$ cat config.mk
export PLATFORM = sky130hd
export DESIGN_NAME = http_chunked_body_decoder_top
export DESIGN_NICKNAME = d
export VERILOG_FILES = /design/src/hw/rtl/chbd_pkg.sv /design/src/hw/rtl/http_chunked_body_decoder_top.sv /design/src/hw/rtl/chbd_front.sv /design/src/hw/rtl/chbd_queue.sv /design/src/hw/rtl/chbd_back.sv
export SDC_FILE = /design/constraint.sdc
export NUM_CORES = 1
export LEC_CHECK = 0
export BUFFER_PORTS_ARGS = -buffer_cell sky130_fd_sc_hd__buf_2
export CORE_ASPECT_RATIO = 1.25
export CORE_MARGIN = 2
export CORE_UTILIZATION = 30
export CTS_CLUSTER_SIZE = 16
export DETAILED_ROUTE_END_ITERATION = 8
export PLACE_DENSITY = 0.47
export SKIP_CTS_REPAIR_TIMING = 1
export SLEW_MARGIN = 20
export SYNTH_ARGS = -nofsm -noshare
export SYNTH_HDL_FRONTEND = slang
export SYNTH_HIERARCHICAL = 1
export SYNTH_SLANG_ARGS = --single-unit
export TNS_END_PERCENT = 30
$ cat constraint.sdc
create_clock -name clock -period 4 [get_ports clock]
set_clock_uncertainty 0.2 [all_clocks]
set_input_delay 0 -clock clock [delete_from_list [all_inputs] [get_ports clock]]
set_output_delay 0 -clock clock [all_outputs]
set_load 0.02 [all_outputs]
$ cat src/hw/rtl/chbd_pkg.sv
// ============================================================================
// chbd_pkg
// Shared types and constants for the chunked HTTP body decoder.
// ============================================================================
`default_nettype none

package chbd_pkg;

   // Default width of the chunk size counter.
   localparam int SIZE_BITS_DEFAULT = 32;

   // Default depth of the queue between the classifier and the executor.
   localparam int QUEUE_DEPTH_DEFAULT = 4;

   // Control characters that end a size line.
   localparam logic [7:0] CHAR_CR = 8'h0D;
   localparam logic [7:0] CHAR_LF = 8'h0A;

   // Error codes reported on the result channel.
   localparam logic [1:0] ERR_NONE     = 2'd0;
   localparam logic [1:0] ERR_EMPTY    = 2'd1;
   localparam logic [1:0] ERR_OVERFLOW = 2'd2;

   // Decoder phases.
   typedef enum logic [2:0] {
      PH_LEAD   = 3'd0,
      PH_DIGITS = 3'd1,
      PH_REST   = 3'd2,
      PH_DATA   = 3'd3,
      PH_SKIP   = 3'd4,
      PH_DONE   = 3'd5,
      PH_ERROR  = 3'd6
   } phase_type;

   // One classified input byte as it travels through the queue.
   typedef struct packed {
      logic [7:0] body_byte;
      logic       start_of_body;
      logic       hex_ok;
      logic [3:0] hex_val;
      logic       blank;
      logic       is_cr;
      logic       is_lf;
   } item_type;

endpackage

`default_nettype wire

$ cat src/hw/rtl/http_chunked_body_decoder_top.sv
// ============================================================================
// http_chunked_body_decoder_top
// Chunked HTTP/1.1 body decoder, one body byte per transaction.
//
// The request channel (req_valid, req_stall) carries one raw body byte and a
// start-of-body flag; a flagged byte clears the decoder and opens a size line.
// The response channel (rsp_valid, rsp_stall) returns exactly one transaction
// per request: the payload byte with its valid flag, the body-complete flag
// and the sticky error code.
// A classifier accepts and decodes each byte, a queue of QUEUE_DEPTH entries
// holds the classified bytes, and an executor runs the chunk state machine
// and loads the response register. An accepted byte is written into a queue
// slot and then popped into the response register, and while the receiver
// does not stall, one transaction per cycle is sustained, as the executor
// updates its state with every pop.
// When the receiver stalls, the response register holds its transaction, the
// queue fills, and req_stall rises once the queue is full.
// Reset empties the queue and the response register and puts the decoder at
// the start of a size line with no error.
// ============================================================================
`default_nettype none

module http_chunked_body_decoder_top #(
   parameter int SIZE_BITS   = chbd_pkg::SIZE_BITS_DEFAULT,
   parameter int QUEUE_DEPTH = chbd_pkg::QUEUE_DEPTH_DEFAULT
) (
   input  wire logic       clock,
   input  wire logic       reset,
   input  wire logic       req_valid,
   output logic            req_stall,
   input  wire logic [7:0] req_body_byte,
   input  wire logic       req_start_of_body,
   output logic            rsp_valid,
   input  wire logic       rsp_stall,
   output logic            rsp_payload_valid,
   output logic [7:0]      rsp_payload_byte,
   output logic            rsp_body_complete,
   output logic [1:0]      rsp_error_code
);

   // Classified bytes move from the front into the queue.
   chbd_pkg::item_type push_item;
   chbd_pkg::item_type pop_item;
   logic               push;
   logic               queue_full;
   logic               pop;
   logic               pop_valid;

   chbd_front u_front (
      .req_valid         (req_valid),
      .req_body_byte     (req_body_byte),
      .req_start_of_body (req_start_of_body),
      .req_stall         (req_stall),
      .queue_full        (queue_full),
      .push              (push),
      .item              (push_item)
   );

   chbd_queue #(
      .DEPTH (QUEUE_DEPTH)
   ) u_queue (
      .clock     (clock),
      .reset     (reset),
      .push      (push),
      .push_item (push_item),
      .full      (queue_full),
      .pop       (pop),
      .pop_valid (pop_valid),
      .pop_item  (pop_item)
   );

   // The executor pops whenever its response register is free or draining.
   chbd_back #(
      .SIZE_BITS (SIZE_BITS)
   ) u_back (
      .clock             (clock),
      .reset             (reset),
      .item_valid        (pop_valid),
      .item              (pop_item),
      .pop               (pop),
      .rsp_valid         (rsp_valid),
      .rsp_stall         (rsp_stall),
      .rsp_payload_valid (rsp_payload_valid),
      .rsp_payload_byte  (rsp_payload_byte),
      .rsp_body_complete (rsp_body_complete),
      .rsp_error_code    (rsp_error_code)
   );

endmodule

`default_nettype wire

$ cat src/hw/rtl/chbd_front.sv
// ============================================================================
// chbd_front
// Accepts request transactions and classifies each byte for the executor.
// ============================================================================
`default_nettype none

module chbd_front (
   input  wire logic              req_valid,
   input  wire logic [7:0]        req_body_byte,
   input  wire logic              req_start_of_body,
   output logic                   req_stall,
   input  wire logic              queue_full,
   output logic                   push,
   output chbd_pkg::item_type     item
);

   logic [7:0] c;

   assign c         = req_body_byte;
   assign req_stall = queue_full;
   assign push      = req_valid && !queue_full;

   always_comb begin
      item               = '0;
      item.body_byte     = c;
      item.start_of_body = req_start_of_body;
      item.is_cr         = (c == chbd_pkg::CHAR_CR);
      item.is_lf         = (c == chbd_pkg::CHAR_LF);
      // Blanks are space, tab, LF, VT, FF and CR.
      item.blank         = (c == 8'h20) || (c >= 8'h09 && c <= 8'h0D);
      if (c >= 8'h30 && c <= 8'h39) begin
         item.hex_ok  = 1'b1;
         item.hex_val = c[3:0];
      end else if ((c >= 8'h61 && c <= 8'h66) || (c >= 8'h41 && c <= 8'h46)) begin
         // Letters a-f and A-F share their low three bits: 1 maps to 10.
         item.hex_ok  = 1'b1;
         item.hex_val = 4'(c[2:0] + 3'd1) + 4'd8;
      end
   end

endmodule

`default_nettype wire

$ cat src/hw/rtl/chbd_queue.sv
// ============================================================================
// chbd_queue
// Small register queue that decouples the classifier from the executor.
// ============================================================================
`default_nettype none

module chbd_queue #(
   parameter int DEPTH = chbd_pkg::QUEUE_DEPTH_DEFAULT
) (
   input  wire logic               clock,
   input  wire logic               reset,
   input  wire logic               push,
   input  wire chbd_pkg::item_type push_item,
   output logic                    full,
   input  wire logic               pop,
   output logic                    pop_valid,
   output chbd_pkg::item_type      pop_item
);

   localparam int PTR_BITS = $clog2(DEPTH);
   localparam int CNT_BITS = $clog2(DEPTH + 1);

   chbd_pkg::item_type slot_ff [DEPTH];
   logic [PTR_BITS-1:0] wr_ptr_ff, wr_ptr_in;
   logic [PTR_BITS-1:0] rd_ptr_ff, rd_ptr_in;
   logic [CNT_BITS-1:0] count_ff, count_in;
   logic                do_push, do_pop;

   assign full      = (count_ff == CNT_BITS'(DEPTH));
   assign pop_valid = (count_ff != '0);
   assign pop_item  = slot_ff[rd_ptr_ff];
   assign do_push   = push && !full;
   assign do_pop    = pop && pop_valid;

   always_comb begin
      wr_ptr_in = wr_ptr_ff;
      rd_ptr_in = rd_ptr_ff;
      count_in  = count_ff;
      if (do_push) begin
         wr_ptr_in = (wr_ptr_ff == PTR_BITS'(DEPTH - 1)) ? '0 : wr_ptr_ff + PTR_BITS'(1);
      end
      if (do_pop) begin
         rd_ptr_in = (rd_ptr_ff == PTR_BITS'(DEPTH - 1)) ? '0 : rd_ptr_ff + PTR_BITS'(1);
      end
      if (do_push && !do_pop) begin
         count_in = count_ff + CNT_BITS'(1);
      end else if (do_pop && !do_push) begin
         count_in = count_ff - CNT_BITS'(1);
      end
   end

   always_ff @(posedge clock) begin
      if (reset) begin
         wr_ptr_ff <= '0;
         rd_ptr_ff <= '0;
         count_ff  <= '0;
      end else begin
         wr_ptr_ff <= wr_ptr_in;
         rd_ptr_ff <= rd_ptr_in;
         count_ff  <= count_in;
      end
   end

   always_ff @(posedge clock) begin
      if (do_push) begin
         slot_ff[wr_ptr_ff] <= push_item;
      end
   end

endmodule

`default_nettype wire

$ cat src/hw/rtl/chbd_back.sv
// ============================================================================
// chbd_back
// Executes the chunk decoding state machine and holds the response register.
// ============================================================================
`default_nettype none

module chbd_back #(
   parameter int SIZE_BITS = chbd_pkg::SIZE_BITS_DEFAULT
) (
   input  wire logic               clock,
   input  wire logic               reset,
   input  wire logic               item_valid,
   input  wire chbd_pkg::item_type item,
   output logic                    pop,
   output logic                    rsp_valid,
   input  wire logic               rsp_stall,
   output logic                    rsp_payload_valid,
   output logic [7:0]              rsp_payload_byte,
   output logic                    rsp_body_complete,
   output logic [1:0]              rsp_error_code
);

   chbd_pkg::phase_type  phase_ff, phase_in;
   logic [SIZE_BITS-1:0] left_ff, left_in;
   logic                 nonempty_ff, nonempty_in;
   logic                 saw_cr_ff, saw_cr_in;
   logic [1:0]           skip_ff, skip_in;
   logic [1:0]           err_ff, err_in;
   logic                 rsp_valid_ff;
   logic                 payload_valid_ff, payload_valid_in;
   logic [7:0]           payload_byte_ff, payload_byte_in;
   logic                 complete_ff, complete_in;
   logic [1:0]           error_ff, error_in;
   chbd_pkg::phase_type  ph;

   assign pop = item_valid && (!rsp_valid_ff || !rsp_stall);

   // Next state. A start-of-body byte clears the decoder before it is used.
   always_comb begin
      chbd_pkg::phase_type  cur;
      logic [SIZE_BITS-1:0] left;
      logic                 ne;
      logic                 cr;
      logic [1:0]           sk;
      logic [1:0]           er;
      cur  = phase_ff;
      left = left_ff;
      ne   = nonempty_ff;
      cr   = saw_cr_ff;
      sk   = skip_ff;
      er   = err_ff;
      if (item.start_of_body) begin
         cur  = chbd_pkg::PH_LEAD;
         left = '0;
         ne   = 1'b0;
         cr   = 1'b0;
         sk   = 2'd0;
         er   = chbd_pkg::ERR_NONE;
      end
      ph          = cur;
      phase_in    = cur;
      left_in     = left;
      nonempty_in = ne;
      saw_cr_in   = cr;
      skip_in     = sk;
      err_in      = er;
      unique case (cur)
         chbd_pkg::PH_LEAD, chbd_pkg::PH_DIGITS, chbd_pkg::PH_REST: begin
            if (cr && item.is_lf) begin
               saw_cr_in = 1'b0;
               if (!ne) begin
                  phase_in = chbd_pkg::PH_ERROR;
                  err_in   = chbd_pkg::ERR_EMPTY;
               end else if (left == '0) begin
                  phase_in = chbd_pkg::PH_DONE;
               end else begin
                  phase_in = chbd_pkg::PH_DATA;
               end
            end else begin
               // A pending CR that is not followed by LF is line content.
               if (cr) begin
                  nonempty_in = 1'b1;
                  if (cur == chbd_pkg::PH_DIGITS) begin
                     phase_in = chbd_pkg::PH_REST;
                  end
               end
               if (item.is_cr) begin
                  saw_cr_in = 1'b1;
               end else begin
                  saw_cr_in   = 1'b0;
                  nonempty_in = 1'b1;
                  if (phase_in != chbd_pkg::PH_REST) begin
                     if (item.hex_ok) begin
                        if (left[SIZE_BITS-1 -: 4] != 4'd0) begin
                           phase_in = chbd_pkg::PH_ERROR;
                           err_in   = chbd_pkg::ERR_OVERFLOW;
                        end else begin
                           left_in  = {left[SIZE_BITS-5:0], item.hex_val};
                           phase_in = chbd_pkg::PH_DIGITS;
                        end
                     end else if (!(phase_in == chbd_pkg::PH_LEAD && item.blank)) begin
                        phase_in = chbd_pkg::PH_REST;
                     end
                  end
               end
            end
         end
         chbd_pkg::PH_DATA: begin
            left_in = left - SIZE_BITS'(1);
            if (left == SIZE_BITS'(1)) begin
               phase_in = chbd_pkg::PH_SKIP;
               skip_in  = 2'd2;
            end
         end
         chbd_pkg::PH_SKIP: begin
            skip_in = sk - 2'd1;
            if (sk == 2'd1) begin
               phase_in    = chbd_pkg::PH_LEAD;
               left_in     = '0;
               nonempty_in = 1'b0;
               saw_cr_in   = 1'b0;
            end
         end
         default: begin
            // Done and error phases ignore every byte.
         end
      endcase
   end

   // Response fields.
   always_comb begin
      payload_valid_in = (ph == chbd_pkg::PH_DATA);
      payload_byte_in  = payload_valid_in ? item.body_byte : 8'd0;
      complete_in      = (phase_in == chbd_pkg::PH_DONE);
      error_in         = err_in;
   end

   always_ff @(posedge clock) begin
      if (reset) begin
         phase_ff     <= chbd_pkg::PH_LEAD;
         left_ff      <= '0;
         nonempty_ff  <= 1'b0;
         saw_cr_ff    <= 1'b0;
         skip_ff      <= 2'd0;
         err_ff       <= chbd_pkg::ERR_NONE;
         rsp_valid_ff <= 1'b0;
      end else begin
         if (pop) begin
            phase_ff    <= phase_in;
            left_ff     <= left_in;
            nonempty_ff <= nonempty_in;
            saw_cr_ff   <= saw_cr_in;
            skip_ff     <= skip_in;
            err_ff      <= err_in;
         end
         if (pop) begin
            rsp_valid_ff <= 1'b1;
         end else if (!rsp_stall) begin
            rsp_valid_ff <= 1'b0;
         end
      end
   end

   always_ff @(posedge clock) begin
      if (pop) begin
         payload_valid_ff <= payload_valid_in;
         payload_byte_ff  <= payload_byte_in;
         complete_ff      <= complete_in;
         error_ff         <= error_in;
      end
   end

   assign rsp_valid         = rsp_valid_ff;
   assign rsp_payload_valid = payload_valid_ff;
   assign rsp_payload_byte  = payload_byte_ff;
   assign rsp_body_complete = complete_ff;
   assign rsp_error_code    = error_ff;

endmodule

`default_nettype wire

==> results_dict.tcl <==
set metrics [dict create \
    grt_overflow 0 \
    fmax_mhz 296 \
    cp_slowest_stage_delay_ps 610 \
    place_area_um2 7470 \
    yosys.cell_types.count 83 \
    routed_wl_mm 19.8 \
    dieArea_um2 25100 \
    n_fill_cell 2373 \
    syn_area_um2 7140 \
    start_kind "flop" \
    maxSlewViolCount 0 \
    tritoncts "built" \
    cts_made_buffers 17 \
    synth_fa_ha_area_share_pct 2.73 \
    vias_per_cell 5.65 \
    arrival_ps 3480 \
    routedWlPerCell_um 19.8 \
    dp_slack_ps 374 \
    max_cap_violations 0 \
    gp_congestion 0.877 \
    cts_buffer_depth 2 \
    synth-edff-count 80 \
    cellPowerDensity_nw_per_um2 789 \
    crit_slowest_cell "mux4_2" \
    yosysSeqAreaShare_pct 47.9 \
    drc 0 \
    grt_first_pass_wirelength_mm 32.0 \
    finalPower_mw 6.46 \
    crit_type "flop to flop" \
    vias 5650 \
    crit_required_ps 4110 \
    fin_util_pct 34.7 \
    drt_iter0_markers 423 \
    crit_buf_inv 1 \
    cts_sinks 131 \
    design_area_um2 8180 \
    rsz0062_at_grt "false" \
    grt.total_usage_pct 16.4 \
    firstDrtPassIters 4 \
    boundaryPins 27 \
    syn_avg_cell_area_um2 10.6 \
    slew_headroom_pct 34.9 \
    htreeDepth 4 \
    nets 723 \
    setup_viol 0 \
    p_leak_nw 2.93 \
    yosys.area_share.simple_pct 18.6 \
    ys_seq_elements 131 \
    synth_ff_type "edfxtp_1" \
    synth_nets 702 \
    worst_pin_slew_ps 977 \
    num_rows 63 \
    hold_viol 0 \
    core_area_um2 23600 \
    cts-root-buf "clkbuf_16" \
    end_kind "flop" \
    antenna_found_initial 0 \
    yosysWarnings 6 \
    synth-compound-area-share_pct 17.6 \
    ir_drop_mv 0.272 \
    synth_xor_area_share_pct 1.35 \
    fin_crit_sh_pct 84.3 \
    cp_cell_sequence "buf_4 -> mux4_2 -> a211o_1 -> nor3_4 -> o21bai_1 -> a221o_1" \
    post-route-min-period_ps 3370 \
    hpwl_mm 13.3 \
    synthMuxAreaShare_pct 6.55 \
    clkTransAtPathRegs_ps 60 \
    antennaDiodeCount 0 \
    port_buffers 26 \
    die_y_um 177 \
    setup_ws_ps 627 \
    outcome "completed" \
    synth_top_family_by_area "simple AND/OR/NAND/NOR gates" \
    grt_max_degree 38 \
    critical-path-top-delay-family "compound AO/OA/AOI/OAI gates" \
    worstPathMaxFanout 16 \
    clock_latency_ps 430 \
    grt_pass1_vias 5743 \
    ant_nets 0 \
    synthArstFlopShare_pct 0 \
    hp-start "req_start_of_body" \
    setup-tns-final_ps 0 \
    die_w_um 142 \
    min_path_type "input pin to flop" \
    syn_to_final_growth_pct 14.6 \
    initial_core_util_pct 30.3 \
    postSynthCellCount 674 \
    drive_gt1_share_pct 17.2 \
]
==> registers in the layout, indices dropped and copies added (netlist names), 3 cells and up, named ones only <==
| name | count |
|---|---|
| u_back/left_ff | 32 |
| u_queue/slot_ff | 68 |
| u_back/phase_ff | 3 |
| u_queue/count_ff | 3 |
| u_back/rsp_payload_byte | 8 |
==> synthesized netlist by cell type, types with 12 or more instances <==
cell type | count | area [µm²]
edfxtp_1 | 80 | 2400
a21oi_1 | 44 | 220
o21ai_0 | 54 | 270
nand2_1 | 47 | 176
nor2_1 | 33 | 124
ha_1 | 14 | 175
clkbuf_1 | 30 | 113
nor4_1 | 13 | 81.3
nor3_1 | 26 | 130
buf_4 | 12 | 90.1
mux4_2 | 17 | 383
dfxtp_1 | 51 | 1020
inv_1 | 17 | 63.8
nand3_1 | 20 | 100
==> through the flow <==
stage                     hold slack (ps)  std cells
final                                 164       1000
after global placement               47.8        955
after CTS                            -387        987
after detailed placement             53.2        955
after global routing                  173       1000
after floorplan                     -58.6        674
==> report_power, final <==
group | internal, mW | total [mW] | leakage, nW | switching (mW)
Clock | 0.833 | 1.53 | 0.283 | 0.697
Sequential | 1.73 | 1.99 | 1.18 | 0.263
Combinational | 1.08 | 2.93 | 1.47 | 1.85
==> metal layers <==
metal	wire length [µm]	track usage [%]	vias to the layer above
met1	8310	19.8	2806
met2	10100	28.7	182
met4	582	7.04	0
met5	0	0	-
li1	-	-	2617
met3	829	2.82	45
==> placed cells by master, fill, tap and decap left out, drive strengths merged, types with 5 or more instances in the layout <==
| cell | n |
|---|---|
| buf | 41 |
| nand3 | 20 |
| a221oi | 6 |
| and2 | 10 |
| xor2 | 7 |
| o211ai | 8 |
| ha | 14 |
| clkinv | 6 |
| nor2b | 10 |
| mux4 | 17 |
| a21oi | 44 |
| nor4 | 16 |
| or2 | 6 |
| dlygate4sd3 | 13 |
| a31oi | 5 |
| a22oi | 6 |
| o21ai | 57 |
| and3 | 8 |
| nand2 | 47 |
| nor3 | 28 |
| o31ai | 5 |
| edfxtp | 80 |
| or3 | 12 |
| o21a | 9 |
| inv | 27 |
| clkbuf | 17 |
| nor4b | 5 |
| nand4 | 6 |
| nor2 | 34 |
| a211oi | 6 |
| nand2b | 9 |
| dfxtp | 51 |
==> final timing paths <==
path	to	cells after the start	slack, ps
max reg2reg	u_back/left_ff[18]	6	630
min reg2reg	u_back/err_ff[0]	2	260
max	u_back/left_ff[18]	6	630
min	u_queue/slot_ff[1][8]	2	160
==> final cells by class <==
| class | instances | area [µm²] | area share, % |
|---|---|---|---|
| Inverter | 20 | 93.8 | 1.15 |
| Tap cell | 292 | 365 | 4.46 |
| Sequential cell | 131 | 3420 | 41.8 |
| Clock buffer | 17 | 425 | 5.20 |
| Multi-Input combinational cell | 471 | 3350 | 40.9 |
| Timing Repair Buffer | 54 | 373 | 4.56 |
| Clock inverter | 15 | 153 | 1.87 |
==> logic make-up after synthesis <==
family          count (synthesis)
flops                         131
xor+xnor                       11
buf+inv                        72
simple gates                  230
mux                            25
fa+ha+maj                      15
compound gates                190
No activity file was read; power rests on OpenSTA's default activity.
